===== src/pst_pkg.sv =====
// ----------------------------------------------------------------------------
// pst_pkg
// Token codes, queue entry type and keyword matcher for the tokenizer.
// ----------------------------------------------------------------------------
`default_nettype none

package pst_pkg;

    localparam int TOK_W  = 4;
    localparam int LINE_W = 16;
    localparam int CH_W   = 8;

    localparam logic [TOK_W-1:0] TK_PACKET   = 4'd0;
    localparam logic [TOK_W-1:0] TK_STRING   = 4'd6;
    localparam logic [TOK_W-1:0] TK_LBRACE   = 4'd7;
    localparam logic [TOK_W-1:0] TK_RBRACE   = 4'd8;
    localparam logic [TOK_W-1:0] TK_LBRACKET = 4'd9;
    localparam logic [TOK_W-1:0] TK_RBRACKET = 4'd10;
    localparam logic [TOK_W-1:0] TK_SEMI     = 4'd11;
    localparam logic [TOK_W-1:0] TK_EQUALS   = 4'd12;
    localparam logic [TOK_W-1:0] TK_END      = 4'd13;
    localparam logic [TOK_W-1:0] TK_ERROR    = 4'd14;

    localparam int KW_NUM = 7;
    localparam int KW_MAX = 6;

    // character i of each keyword sits at index i, unused tail is zero
    localparam logic [0:KW_MAX-1][7:0] KW_TEXT [KW_NUM] = '{
        "packet",
        {"u8", 32'h0},
        {"u16be", 8'h0},
        {"u16le", 8'h0},
        {"u32be", 8'h0},
        {"u32le", 8'h0},
        "string"
    };
    localparam logic [2:0] KW_LEN [KW_NUM] = '{3'd6, 3'd2, 3'd5, 3'd5, 3'd5, 3'd5, 3'd6};

    // queue depth between front and back
    localparam int Q_DEPTH = 4;
    localparam int Q_AW    = 2;

    // one or two tokens caused by a single character
    typedef struct packed {
        logic              two;
        logic [TOK_W-1:0]  tok_a;
        logic [TOK_W-1:0]  tok_b;
        logic [LINE_W-1:0] line;
    } pst_entry_t;

    function automatic logic [TOK_W-1:0] kw_match(input logic [KW_MAX-1:0][7:0] wbuf,
                                                  input logic [2:0] len);
        logic [TOK_W-1:0] res;
        logic             eq;
        res = TK_ERROR;
        for (int k = KW_NUM - 1; k >= 0; k--)
        begin
            eq = (len == KW_LEN[k]);
            for (int i = 0; i < KW_MAX; i++)
            begin
                if ((3'(i) < KW_LEN[k]) && (wbuf[i] != KW_TEXT[k][i]))
                    eq = 1'b0;
            end
            if (eq)
                res = TOK_W'(k);
        end
        return res;
    endfunction

endpackage

`default_nettype wire


===== src/pst_front.sv =====
// ----------------------------------------------------------------------------
// pst_front
// Accepts one character a cycle while the queue has room, tracks scan mode and line, builds tokens.
// ----------------------------------------------------------------------------
`default_nettype none

module pst_front
    import pst_pkg::*;
#(
    parameter int LINE_BITS = 16
)
(
    input  wire logic              clk,
    input  wire logic              rst_n,
    input  wire logic              in_valid,
    output logic                   in_ready,
    input  wire logic [CH_W-1:0]   ch,
    input  wire logic              cfg_we,
    input  wire logic [LINE_W-1:0] cfg_data,
    output logic                   push,
    output pst_entry_t             push_entry,
    input  wire logic              q_ready
);

    typedef enum logic [1:0] {MODE_IDLE, MODE_WORD, MODE_SLASH, MODE_COMMENT} mode_t;

    localparam logic [7:0] CH_NUL   = 8'h00;
    localparam logic [7:0] CH_TAB   = 8'h09;
    localparam logic [7:0] CH_LF    = 8'h0A;
    localparam logic [7:0] CH_CR    = 8'h0D;
    localparam logic [7:0] CH_SPACE = 8'h20;
    localparam logic [7:0] CH_SLASH = 8'h2F;
    localparam logic [7:0] CH_SEMI  = 8'h3B;
    localparam logic [7:0] CH_EQ    = 8'h3D;
    localparam logic [7:0] CH_LBRK  = 8'h5B;
    localparam logic [7:0] CH_RBRK  = 8'h5D;
    localparam logic [7:0] CH_UNDER = 8'h5F;
    localparam logic [7:0] CH_LBRC  = 8'h7B;
    localparam logic [7:0] CH_RBRC  = 8'h7D;

    localparam logic [LINE_BITS-1:0] LINE_MAX = {LINE_BITS{1'b1}};

    mode_t                      mode_reg, mode_next;
    logic [2:0]                 len_reg, len_next;
    logic [LINE_BITS-1:0]       line_reg, line_next;
    logic [KW_MAX-1:0][7:0]     wbuf_reg;
    logic [LINE_BITS-1:0]       cfg_line;
    logic [LINE_W-1:0]          line_out;

    logic       accept;
    logic       is_alpha, is_start, is_word, is_digit;
    logic       idle_emit, idle_nl;
    logic [3:0] idle_tok;
    mode_t      idle_mode;
    logic       line_inc, wr_en, wr_first;
    logic [1:0] n_tok;
    logic [3:0] tok_a, tok_b;

    assign in_ready = q_ready;
    assign accept   = in_valid && q_ready;

    generate
        if (LINE_BITS > LINE_W)
        begin : g_wide
            assign line_out = (|line_reg[LINE_BITS-1:LINE_W]) ? {LINE_W{1'b1}}
                                                              : line_reg[LINE_W-1:0];
            assign cfg_line = LINE_BITS'(cfg_data);
        end
        else if (LINE_BITS < LINE_W)
        begin : g_narrow
            assign line_out = LINE_W'(line_reg);
            assign cfg_line = (|cfg_data[LINE_W-1:LINE_BITS]) ? LINE_MAX
                                                              : cfg_data[LINE_BITS-1:0];
        end
        else
        begin : g_equal
            assign line_out = LINE_W'(line_reg);
            assign cfg_line = LINE_BITS'(cfg_data);
        end
    endgenerate

    assign is_alpha = ((ch >= 8'h61) && (ch <= 8'h7A)) || ((ch >= 8'h41) && (ch <= 8'h5A));
    assign is_digit = (ch >= 8'h30) && (ch <= 8'h39);
    assign is_start = is_alpha || (ch == CH_UNDER);
    assign is_word  = is_start || is_digit;

    // what a character does when nothing is pending
    always_comb
    begin
        idle_emit = 1'b0;
        idle_nl   = 1'b0;
        idle_tok  = TK_ERROR;
        idle_mode = MODE_IDLE;
        priority if ((ch == CH_SPACE) || (ch == CH_TAB) || (ch == CH_CR))
            idle_emit = 1'b0;
        else if (ch == CH_LF)
            idle_nl = 1'b1;
        else if (is_start)
            idle_mode = MODE_WORD;
        else if (ch == CH_SLASH)
            idle_mode = MODE_SLASH;
        else
        begin
            idle_emit = 1'b1;
            unique case (ch)
                CH_LBRC: idle_tok = TK_LBRACE;
                CH_RBRC: idle_tok = TK_RBRACE;
                CH_LBRK: idle_tok = TK_LBRACKET;
                CH_RBRK: idle_tok = TK_RBRACKET;
                CH_SEMI: idle_tok = TK_SEMI;
                CH_EQ:   idle_tok = TK_EQUALS;
                CH_NUL:  idle_tok = TK_END;
                default: idle_tok = TK_ERROR;
            endcase
        end
    end

    always_comb
    begin
        mode_next = mode_reg;
        len_next  = len_reg;
        line_inc  = 1'b0;
        wr_en     = 1'b0;
        wr_first  = 1'b0;
        n_tok     = 2'd0;
        tok_a     = idle_tok;
        tok_b     = idle_tok;
        unique case (mode_reg)
            MODE_WORD:
            begin
                if (is_word)
                begin
                    wr_en = (len_reg < 3'd6);
                    if (len_reg != 3'd7)
                        len_next = len_reg + 3'd1;
                end
                else
                begin
                    // word ends: keep its token, then treat the char as fresh
                    tok_a     = kw_match(wbuf_reg, len_reg);
                    n_tok     = idle_emit ? 2'd2 : 2'd1;
                    mode_next = idle_mode;
                    line_inc  = idle_nl;
                    wr_first  = (idle_mode == MODE_WORD);
                    len_next  = wr_first ? 3'd1 : 3'd0;
                end
            end
            MODE_SLASH:
            begin
                if (ch == CH_SLASH)
                    mode_next = MODE_COMMENT;
                else
                begin
                    tok_a     = TK_ERROR;
                    n_tok     = idle_emit ? 2'd2 : 2'd1;
                    mode_next = idle_mode;
                    line_inc  = idle_nl;
                    wr_first  = (idle_mode == MODE_WORD);
                    len_next  = wr_first ? 3'd1 : 3'd0;
                end
            end
            MODE_COMMENT:
            begin
                if (ch == CH_LF)
                begin
                    line_inc  = 1'b1;
                    mode_next = MODE_IDLE;
                end
                else if (ch == CH_NUL)
                begin
                    tok_a     = TK_END;
                    n_tok     = 2'd1;
                    mode_next = MODE_IDLE;
                end
            end
            default:
            begin
                tok_a     = idle_tok;
                n_tok     = idle_emit ? 2'd1 : 2'd0;
                mode_next = idle_mode;
                line_inc  = idle_nl;
                wr_first  = (idle_mode == MODE_WORD);
                len_next  = wr_first ? 3'd1 : 3'd0;
            end
        endcase
    end

    assign line_next = (line_inc && (line_reg != LINE_MAX)) ? line_reg + 1'b1 : line_reg;

    assign push             = accept && (n_tok != 2'd0);
    assign push_entry.two   = (n_tok == 2'd2);
    assign push_entry.tok_a = tok_a;
    assign push_entry.tok_b = tok_b;
    assign push_entry.line  = line_out;

    always_ff @(posedge clk or negedge rst_n)
    begin
        if (!rst_n)
        begin
            mode_reg <= MODE_IDLE;
            len_reg  <= 3'd0;
            line_reg <= LINE_BITS'(1);
        end
        else if (cfg_we)
        begin
            line_reg <= cfg_line;
        end
        else if (accept)
        begin
            mode_reg <= mode_next;
            len_reg  <= len_next;
            line_reg <= line_next;
        end
    end

    // word text, only entries below the length are ever matched
    always_ff @(posedge clk)
    begin
        if (accept && wr_first)
            wbuf_reg[0] <= ch;
        else if (accept && wr_en)
            wbuf_reg[len_reg] <= ch;
    end

endmodule

`default_nettype wire


===== src/pst_queue.sv =====
// ----------------------------------------------------------------------------
// pst_queue
// Short FIFO of token entries between the front and the back.
// ----------------------------------------------------------------------------
`default_nettype none

module pst_queue
    import pst_pkg::*;
(
    input  wire logic        clk,
    input  wire logic        rst_n,
    input  wire logic        push,
    input  wire pst_entry_t  push_entry,
    output logic             ready,
    output logic             nonempty,
    output pst_entry_t       head,
    input  wire logic        pop
);

    pst_entry_t         mem [Q_DEPTH];
    logic [Q_AW-1:0]    wr_ptr_reg, rd_ptr_reg;
    logic [Q_AW:0]      count_reg, count_next;

    assign ready    = (count_reg != (Q_AW+1)'(Q_DEPTH));
    assign nonempty = (count_reg != '0);
    assign head     = mem[rd_ptr_reg];

    always_comb
    begin
        count_next = count_reg;
        unique case ({push, pop})
            2'b10:   count_next = count_reg + 1'b1;
            2'b01:   count_next = count_reg - 1'b1;
            default: count_next = count_reg;
        endcase
    end

    always_ff @(posedge clk or negedge rst_n)
    begin
        if (!rst_n)
        begin
            wr_ptr_reg <= '0;
            rd_ptr_reg <= '0;
            count_reg  <= '0;
        end
        else
        begin
            if (push)
                wr_ptr_reg <= wr_ptr_reg + 1'b1;
            if (pop)
                rd_ptr_reg <= rd_ptr_reg + 1'b1;
            count_reg <= count_next;
        end
    end

    always_ff @(posedge clk)
    begin
        if (push)
            mem[wr_ptr_reg] <= push_entry;
    end

endmodule

`default_nettype wire


===== src/pst_back.sv =====
// ----------------------------------------------------------------------------
// pst_back
// Output register: plays each entry out as one or two words.
// ----------------------------------------------------------------------------
`default_nettype none

module pst_back
    import pst_pkg::*;
(
    input  wire logic                        clk,
    input  wire logic                        rst_n,
    input  wire logic                        q_nonempty,
    input  wire pst_entry_t                  q_head,
    output logic                             q_pop,
    output logic                             m_tvalid,
    input  wire logic                        m_tready,
    output logic [TOK_W+LINE_W+3:0]          m_tdata,
    output logic                             m_tlast
);

    logic        valid_reg;
    logic        phase_reg;
    pst_entry_t  cur_reg;
    logic        final_word;
    logic        out_free;

    assign final_word = phase_reg || !cur_reg.two;
    assign out_free   = !valid_reg || (m_tready && final_word);
    assign q_pop      = out_free && q_nonempty;

    assign m_tvalid = valid_reg;
    assign m_tlast  = final_word;
    assign m_tdata  = {4'b0, cur_reg.line, (phase_reg ? cur_reg.tok_b : cur_reg.tok_a)};

    always_ff @(posedge clk or negedge rst_n)
    begin
        if (!rst_n)
        begin
            valid_reg <= 1'b0;
            phase_reg <= 1'b0;
        end
        else if (q_pop)
        begin
            valid_reg <= 1'b1;
            phase_reg <= 1'b0;
        end
        else if (valid_reg && m_tready)
        begin
            // advance to the second word, or drop the finished entry
            if (final_word)
                valid_reg <= 1'b0;
            else
                phase_reg <= 1'b1;
        end
    end

    always_ff @(posedge clk)
    begin
        if (q_pop)
            cur_reg <= q_head;
    end

endmodule

`default_nettype wire


===== src/packet_spec_tokenizer_core.sv =====
// ----------------------------------------------------------------------------
// packet_spec_tokenizer_core
// Streaming lexer for the packet layout language, one character per word.
// ----------------------------------------------------------------------------
// The first token of a character passes through the queue and then the output register before it shows on m_tvalid.
// Throughput: one character per cycle while the queue has room; a character that closes a word or a slash and
// is itself a token occupies the output for two words, and the 4-entry queue absorbs it.
// Reset: scan mode idle, word length zero, line 1, queue and output register empty.
// A write on cfg_we reloads the current line with cfg_data.
`default_nettype none

module packet_spec_tokenizer_core
    import pst_pkg::*;
#(
    parameter int LINE_BITS = 16
)
(
    input  wire logic        clk,
    input  wire logic        rst_n,
    input  wire logic        s_tvalid,
    output logic             s_tready,
    input  wire logic [7:0]  s_tdata,   // [7:0] ch
    output logic             m_tvalid,
    input  wire logic        m_tready,
    output logic [23:0]      m_tdata,   // [3:0] token, [19:4] line_number, [23:20] zero
    output logic             m_tlast,
    input  wire logic        cfg_we,
    input  wire logic [15:0] cfg_data
);

    logic        push, q_ready, q_nonempty, q_pop;
    pst_entry_t  push_entry, q_head;

    pst_front #(.LINE_BITS(LINE_BITS)) u_front (
        .clk        (clk),
        .rst_n      (rst_n),
        .in_valid   (s_tvalid),
        .in_ready   (s_tready),
        .ch         (s_tdata),
        .cfg_we     (cfg_we),
        .cfg_data   (cfg_data),
        .push       (push),
        .push_entry (push_entry),
        .q_ready    (q_ready)
    );

    pst_queue u_queue (
        .clk        (clk),
        .rst_n      (rst_n),
        .push       (push),
        .push_entry (push_entry),
        .ready      (q_ready),
        .nonempty   (q_nonempty),
        .head       (q_head),
        .pop        (q_pop)
    );

    pst_back u_back (
        .clk        (clk),
        .rst_n      (rst_n),
        .q_nonempty (q_nonempty),
        .q_head     (q_head),
        .q_pop      (q_pop),
        .m_tvalid   (m_tvalid),
        .m_tready   (m_tready),
        .m_tdata    (m_tdata),
        .m_tlast    (m_tlast)
    );

endmodule

`default_nettype wire


===== config.mk =====
export PLATFORM = sky130hd
export DESIGN_NAME = packet_spec_tokenizer_core
export DESIGN_NICKNAME = d
export VERILOG_FILES = /design/src/pst_pkg.sv /design/src/pst_front.sv /design/src/pst_queue.sv /design/src/pst_back.sv /design/src/packet_spec_tokenizer_core.sv
export SDC_FILE = /design/constraint.sdc
export NUM_CORES = 1
export LEC_CHECK = 0
export BUFFER_PORTS_ARGS = -buffer_cell sky130_fd_sc_hd__buf_2
export CORE_ASPECT_RATIO = 1.5
export CORE_MARGIN = 2
export CORE_UTILIZATION = 50
export CTS_CLUSTER_SIZE = 8
export DETAILED_ROUTE_END_ITERATION = 16
export PLACE_DENSITY = 0.71
export SYNTH_ARGS = -nofsm -noshare
export SYNTH_HDL_FRONTEND = slang
export SYNTH_SLANG_ARGS = --single-unit

===== constraint.sdc =====
create_clock -name clk -period 4.16 [get_ports clk]
set_input_delay 0.832 -clock clk [delete_from_list [all_inputs] [get_ports clk]]
set_output_delay 0.832 -clock clk [all_outputs]
set_load 0.1 [all_outputs]

# Yosys cells after proc, flatten, opt, wreduce, memory -nomap -nowiden
# Memories as Yosys holds them, arrays and structs flattened. A register that Yosys moved wholly into a read port is not among the register bits.
# Cells that the tools add are included.
dict set report op_classes {
  add_sub_neg 6
  order_cmp 9
  eq_ne 50
  muxes 111
  n_bitwise 3
  reduce_logical 36
}
# op count
set ops {}
lappend ops {{$ne A8 B7 Y1 const B} 15}
lappend ops {{$mux W1} 64}
lappend ops {{$mux W4} 16}
lappend ops {{$bwmux W48} 1}
lappend ops {{$mux W16} 3}
lappend ops {{$eq A8 B7 Y1 const B} 5}
lappend ops {{$ne A8 B6 Y1 const B} 5}
lappend ops {{$eq A8 B6 Y1 const B} 4}
lappend ops {{$pmux W4 S7} 1}
lappend ops {{$demux W8 S3} 1}
lappend ops {{$eq A8 B4 Y1 const B} 3}
lappend ops {{$mux W2} 12}
lappend ops {{$mux W8} 3}
lappend ops {{$add A16 B1 Y16 const B} 1}
lappend ops {{$ge A8 B7 Y1 const B} 2}
lappend ops {{$le A8 B7 Y1 const B} 2}
lappend ops {{$ne A16 B16 Y1 const B} 1}
lappend ops {{$reduce_bool A2 Y1} 7}
lappend ops {{$logic_and A1 B1 Y1} 12}
lappend ops {{$pmux W2 S3} 2}
lappend ops {{$pmux W4 S3} 1}
lappend ops {{$mux W3} 3}
lappend ops {{$ne A3 B3 Y1 const B} 3}
lappend ops {{$pmux W3 S3} 1}
lappend ops {{24 further kinds} 47}
dict set report totals {
  register_bits 78
  ramBits 100
  input_bits 29
  output_inout_bits 27
  elab_cells 230
  memories 1
}
# memory depth word_bits read_ports rd_clocked_by_memory_dff write_ports line
set mem_list {}
lappend mem_list {u_queue.mem 4 25 1 1 1 pst_queue.sv:20} ;# pst_entry_t mem [Q_DEPTH];

# Depth between registers and ports, before layout
dict set report depth {
  ltp_word 18
  mapped_depth 14
  mapped_depth_nobuf 12
}

# Hierarchy
# From an unflattened synthesis, not the netlist that was laid out.
dict set report hier_totals {
  hier_cells 556
  hier_area_um2 8763.4
}
# module instances cells_each area_per_inst_um2 seq_area_each_um2
set modules_own_cells {}
lappend modules_own_cells {pst_queue 1 167 4053.9 3178.0}
lappend modules_own_cells {pst_front 1 329 3654.8 1968.1}
lappend modules_own_cells {pst_back 1 60 1054.8 800.8}

# Worst setup path before layout
# Ideal clock, no wire load.
dict set report synth_timing {
  kind {register -> register}
  startpoint {reg u_back.phase_reg}
  endpoint {reg u_queue.count_reg[2]}
  setup_time_ps 79
  arrival_time_ps 4075
  required_time_ps 4081
  path_slack_ps 6
  path_stages_with_launch 10
  path_buffers 0
  period_less_slack_ps 4154
  cell_sequence {dfrtp_1 > nand2b_1 > nand2_1 > a21oi_1 > ha_1 > inv_1 > fa_1 > xor2_1 > nor2_1 > xor2_1}
}
dict set report synth_via {
  elab_chain_cells 6
  elab_cells_between_ends 8
  cone_classes {eq/ne (2); mux (1); reduce/logical (5)}
}
# element line
set synth_rtl {}
lappend synth_rtl {{from (decl)} pst_back.sv:22} ;# logic phase_reg;
lappend synth_rtl {{from (signal assigned)} pst_back.sv:40} ;# phase_reg <= 1'b0;
lappend synth_rtl {{from (signal assigned)} pst_back.sv:45} ;# phase_reg <= 1'b0;
lappend synth_rtl {{from (signal assigned)} pst_back.sv:53} ;# phase_reg <= 1'b1;
lappend synth_rtl {{$logic_or A1 B1 Y1 (*)} pst_back.sv:27} ;# assign final_word = phase_reg || !cur_reg.two;
lappend synth_rtl {{via m_tlast} packet_spec_tokenizer_core.sv:26} ;# output logic m_tlast,
lappend synth_rtl {{$logic_and A1 B1 Y1 (*)} pst_back.sv:28} ;# assign out_free = !valid_reg || (m_tready && final_word);
lappend synth_rtl {{$logic_or A1 B1 Y1 (*)} pst_back.sv:28}
lappend synth_rtl {{$logic_and A1 B1 Y1 (*)} pst_back.sv:29} ;# assign q_pop = out_free && q_nonempty;
lappend synth_rtl {{via q_pop} packet_spec_tokenizer_core.sv:31} ;# logic push, q_ready, q_nonempty, q_pop;
lappend synth_rtl {{$eq A2 B1 Y1 / $eq A2 B2 Y1 (equally long branches)} pst_queue.sv:31} ;# unique case ({push, pop})
lappend synth_rtl {{$pmux W3 S2 / $reduce_bool A2 Y1 (equally long branches)} n/a}
lappend synth_rtl {{to (signal assigned)} pst_queue.sv:52} ;# count_reg <= count_next;
lappend synth_rtl {{to (decl)} pst_queue.sv:22} ;# logic [Q_AW:0] count_reg, count_next;
# Mark *: on every way through the listed nets, which the timed path passes. The rest lies on a longest branch.
# A chain may end at the register's enable or synchronous reset.

# Worst setup path in the final report
dict set report layout_timing {
  startpoint {in s_tdata[3]}
  endpoint {reg u_queue.count_reg[2]}
}
dict set report layout_via {
  elab_chain_cells 14
  elab_cells_between_ends 38
  cone_classes {order compare (6); eq/ne (8); mux (12); reduce/logical (12)}
}
# element line
set layout_rtl {}
lappend layout_rtl {{from (decl)} packet_spec_tokenizer_core.sv:22} ;# input wire logic [7:0] s_tdata,
lappend layout_rtl {{$ge A8 B7 Y1 / $le A8 B7 Y1 (equally long branches)} pst_front.sv:82} ;# assign is_alpha = ((ch >= 8'h61) && (ch <= 8'h7A)) || ((ch >= 8'h41) && (ch <= 8'h5A));
lappend layout_rtl {{$logic_and A1 B1 Y1} pst_front.sv:82}
lappend layout_rtl {{$logic_or A1 B1 Y1} pst_front.sv:82}
lappend layout_rtl {{$logic_or A1 B1 Y1} pst_front.sv:84} ;# assign is_start = is_alpha || (ch == CH_UNDER);
lappend layout_rtl {{$mux W1} pst_front.sv:98} ;# else if (is_start)
lappend layout_rtl {{$mux W1} pst_front.sv:96} ;# else if (ch == CH_LF)
lappend layout_rtl {{$mux W1} pst_front.sv:94} ;# priority if ((ch == CH_SPACE) || (ch == CH_TAB) || (ch == CH_CR))
lappend layout_rtl {{$mux W2} {pst_front.sv:141, pst_front.sv:155}}
lappend layout_rtl {{$mux W2, on equally long branches} {pst_front.sv:150, pst_front.sv:131}}
lappend layout_rtl {{$pmux W2 S3 (*)} pst_front.sv:128} ;# unique case (mode_reg)
lappend layout_rtl {{$reduce_bool A2 Y1 (*)} pst_front.sv:190} ;# assign push = accept && (n_tok != 2'd0);
lappend layout_rtl {{$logic_and A1 B1 Y1 (*)} pst_front.sv:190}
lappend layout_rtl {{$eq A2 B1 Y1 / $eq A2 B2 Y1 (equally long branches)} pst_queue.sv:31}
lappend layout_rtl {{$pmux W3 S2 / $reduce_bool A2 Y1 (equally long branches)} n/a}
# Every way passes the cells marked *; elsewhere a longest branch is shown, timed or not.

==> impl_metrics.toml <==
[clock_network]
cts_sinks = 203
clock_latency_ps = 530
h-tree-depth = 1
clock_path_buffers = 3
tritoncts = "yes"
cts.clk_slew.worst_paths_ps = 50
post_cts_buffers = 0
root_buffer = "clkbuf_16"
cts_buffers = 29
cts_resized = 0
ctsHoldBuffers = 0

[floorplanning]
io_pins = 56
die_height_um = 166
rows = 59
initial_core_util = 0.508
core_area_sq_mm = 0.0173
fp.dieW_um = 112
die_area_sq_mm = 0.0186

[min_path]
hold_class = "in -> async"

[drt]
wire_per_inst_um = 21.0
dr_total_vias = 5037
dr_wl_met2_um = 9660
wirelength_um = 17900
drtIter0Drc = 301
wl_met3_um = 918
met1_length_um = 6640
avgViaCountPerCell = 5.91
drt_first_pass_iters = 5
routed.top_layer = "met4"
detail-route-antenna-nets = 0
route.detailed.drc = 0

[setup_path]
r2r_slack_ps = 1330
crit_path_max_fanout = 16
critPathCaptureType = "flip-flop"
critPathRequiredTime_ps = 4570
arrival_ps = 3630
worst_setup_path_start_kind = "primary input"
critical_path_class = "in -> reg"
crit_slowest_cell = "or4_4"
path_cells = "buf_2 > or4_4 > a21o_1 > a211oi_4 > nor2_2 > a211oi_4 > inv_1 > ha_1 > inv_1 > fa_1 > xor2_1 > nor2_1 > xor2_1"
cp_slowest_stage_delay_ps = 550

[synth]
syn_inst = 567
synthTopCellsByArea = "edfxtp_1 (59%), dfrtp_1 (8.3%), mux4_2 (6.4%)"
synth_edf_count = 173
ys_warn_count = 0
ys_seq_area_frac = 0.678
synthArstFlopShare = 0.148
synth_seq_cells = 203
yosysTopAreaCellShare = 0.592
ys_types = 71
synth_area_leader_cell = "edfxtp_1"
netlist_area_sq_mm = 0.00877
synthFlopType = "edfxtp_1"
syn_area_per_cell_sq_um = 15.5

[timing]
fin_setup_tns_ps = 0
period_share = 0.775
slew_viol_final = 0
finalSetupViolCount = 0
hold_viol_final = 0
rsz0062_at_grt = "no"
setup_ws_ps = 935
max_slew_margin = 0.285
fmax_mhz = 310
skew_ps = 19.5
tightest_slew_ps = 1070
min_period_ps = 3220

[status]
status = "finished clean"

[placement]
post-place-cells = 800
hpwlAfterDp_um = 11800
port_buffers = 51
routabilityCongestion = 0.916
place_ws_ps = 357

[run]
cap_violations = 0

[final_layout]
diodes = 0
final_cells = 853
final_common_cell = "edfxtp_1"
syn2layout_area_growth_pct = 12.9
drive_above_1_share = 0.228
largest_reg_flops = 100
final_cell_mix = "edfxtp_1 (173), buf_2 (51), nand2_1 (41)"
fillerInstances = 1383
layout.nets = 658

[global_route]
antenna_found_initial = 0
grt_max_degree = 31
grt.overflow.total = 0
grt_pass1_wl_um = 28300
grt_pass1_vias = 5374
grtUsageTotal = 0.194

[pwr]
power_mw = 6.99
irDropWorstVdd_mv = 0.603
p_leak_nw = 3.41
powerDensity_mw_per_mm2 = 707
[metrics by stage]
stage / hold slack (ps) / util / cell area (sq um)
floorplan: 457 / - / 8780
detailed placement: 486 / 0.525 / 9070
CTS: 396 / 0.573 / 9900
global route: 430 / 0.573 / 9900
finish: 382 / 0.573 / 9900
global placement: 471 / 0.525 / 9070
[logic make-up after synthesis]
family	after synthesis	synth area share
xor+xnor	11	0.0110
other cells	1	0.000428
simple gates	177	0.115
fa+ha+maj	11	0.0166
mux	33	0.0748
flops	203	0.678
compound gates	73	0.0624
buf+inv	58	0.0415
[synth_stat cells (9+ instances only)]
| cell type | number |
|---|---|
| buf_4 | 20 |
| clkbuf_1 | 13 |
| dfrtp_1 | 29 |
| edfxtp_1 | 173 |
| ha_1 | 10 |
| inv_1 | 15 |
| mux4_2 | 25 |
| nand2_1 | 41 |
| nand3_1 | 19 |
| nand4_1 | 9 |
| nor2_1 | 26 |
| nor3_1 | 11 |
| nor4bb_1 | 9 |
| o211ai_1 | 12 |
| o21ai_0 | 14 |
| o311ai_0 | 12 |
[routing by layer]
| metal | global-route usage | vias to the layer above |
|---|---|---|
| met5 | 0 | - |
| met3 | 0.0296 | 50 |
| li1 | - | 2295 |
| met2 | 0.353 | 173 |
| met1 | 0.219 | 2519 |
| met4 | 0.0933 | 0 |
[worst paths after layout]
check | from | to | cells after the start
hold reg to reg | u_queue.count_reg[2] | u_queue.count_reg[2] | 1
hold / removal | rst_n | u_back.m_tvalid | 1
setup / recovery | s_tdata[3] | u_queue.count_reg[2] | 13
min in group clk | u_queue.count_reg[2] | u_queue.count_reg[2] | 1
setup reg to reg | u_front.mode_reg[0] | u_queue.count_reg[2] | 11
max in group asynchronous | rst_n | u_front.line_out[14] | 1
[power breakdown]
| group | internal (mW) | switching (mW) |
|---|---|---|
| sequential | 2.70 | 0.156 |
| combinational | 0.545 | 1.50 |
| clock | 1.30 | 0.801 |
[cell type report]
class                   instances  area, sq um  share of cell area
clock inverters                 2         16.3             0.00164
well taps                     213          267              0.0269
repair buffers                 60          323              0.0326
clock buffers                  51          808              0.0817
multi-input cells             309         2480               0.251
flip-flops and latches        203         5950               0.601
inverters                      15         56.3             0.00569
[worst max-delay path, delay by kind of cell]
family	cells	cell delay (ps)
fa+ha+maj	2	420
xor+xnor	2	300
compound gates	3	1000
buf+inv	3	350
simple gates	3	720
No activity file was read; power rests on OpenSTA's default activity.
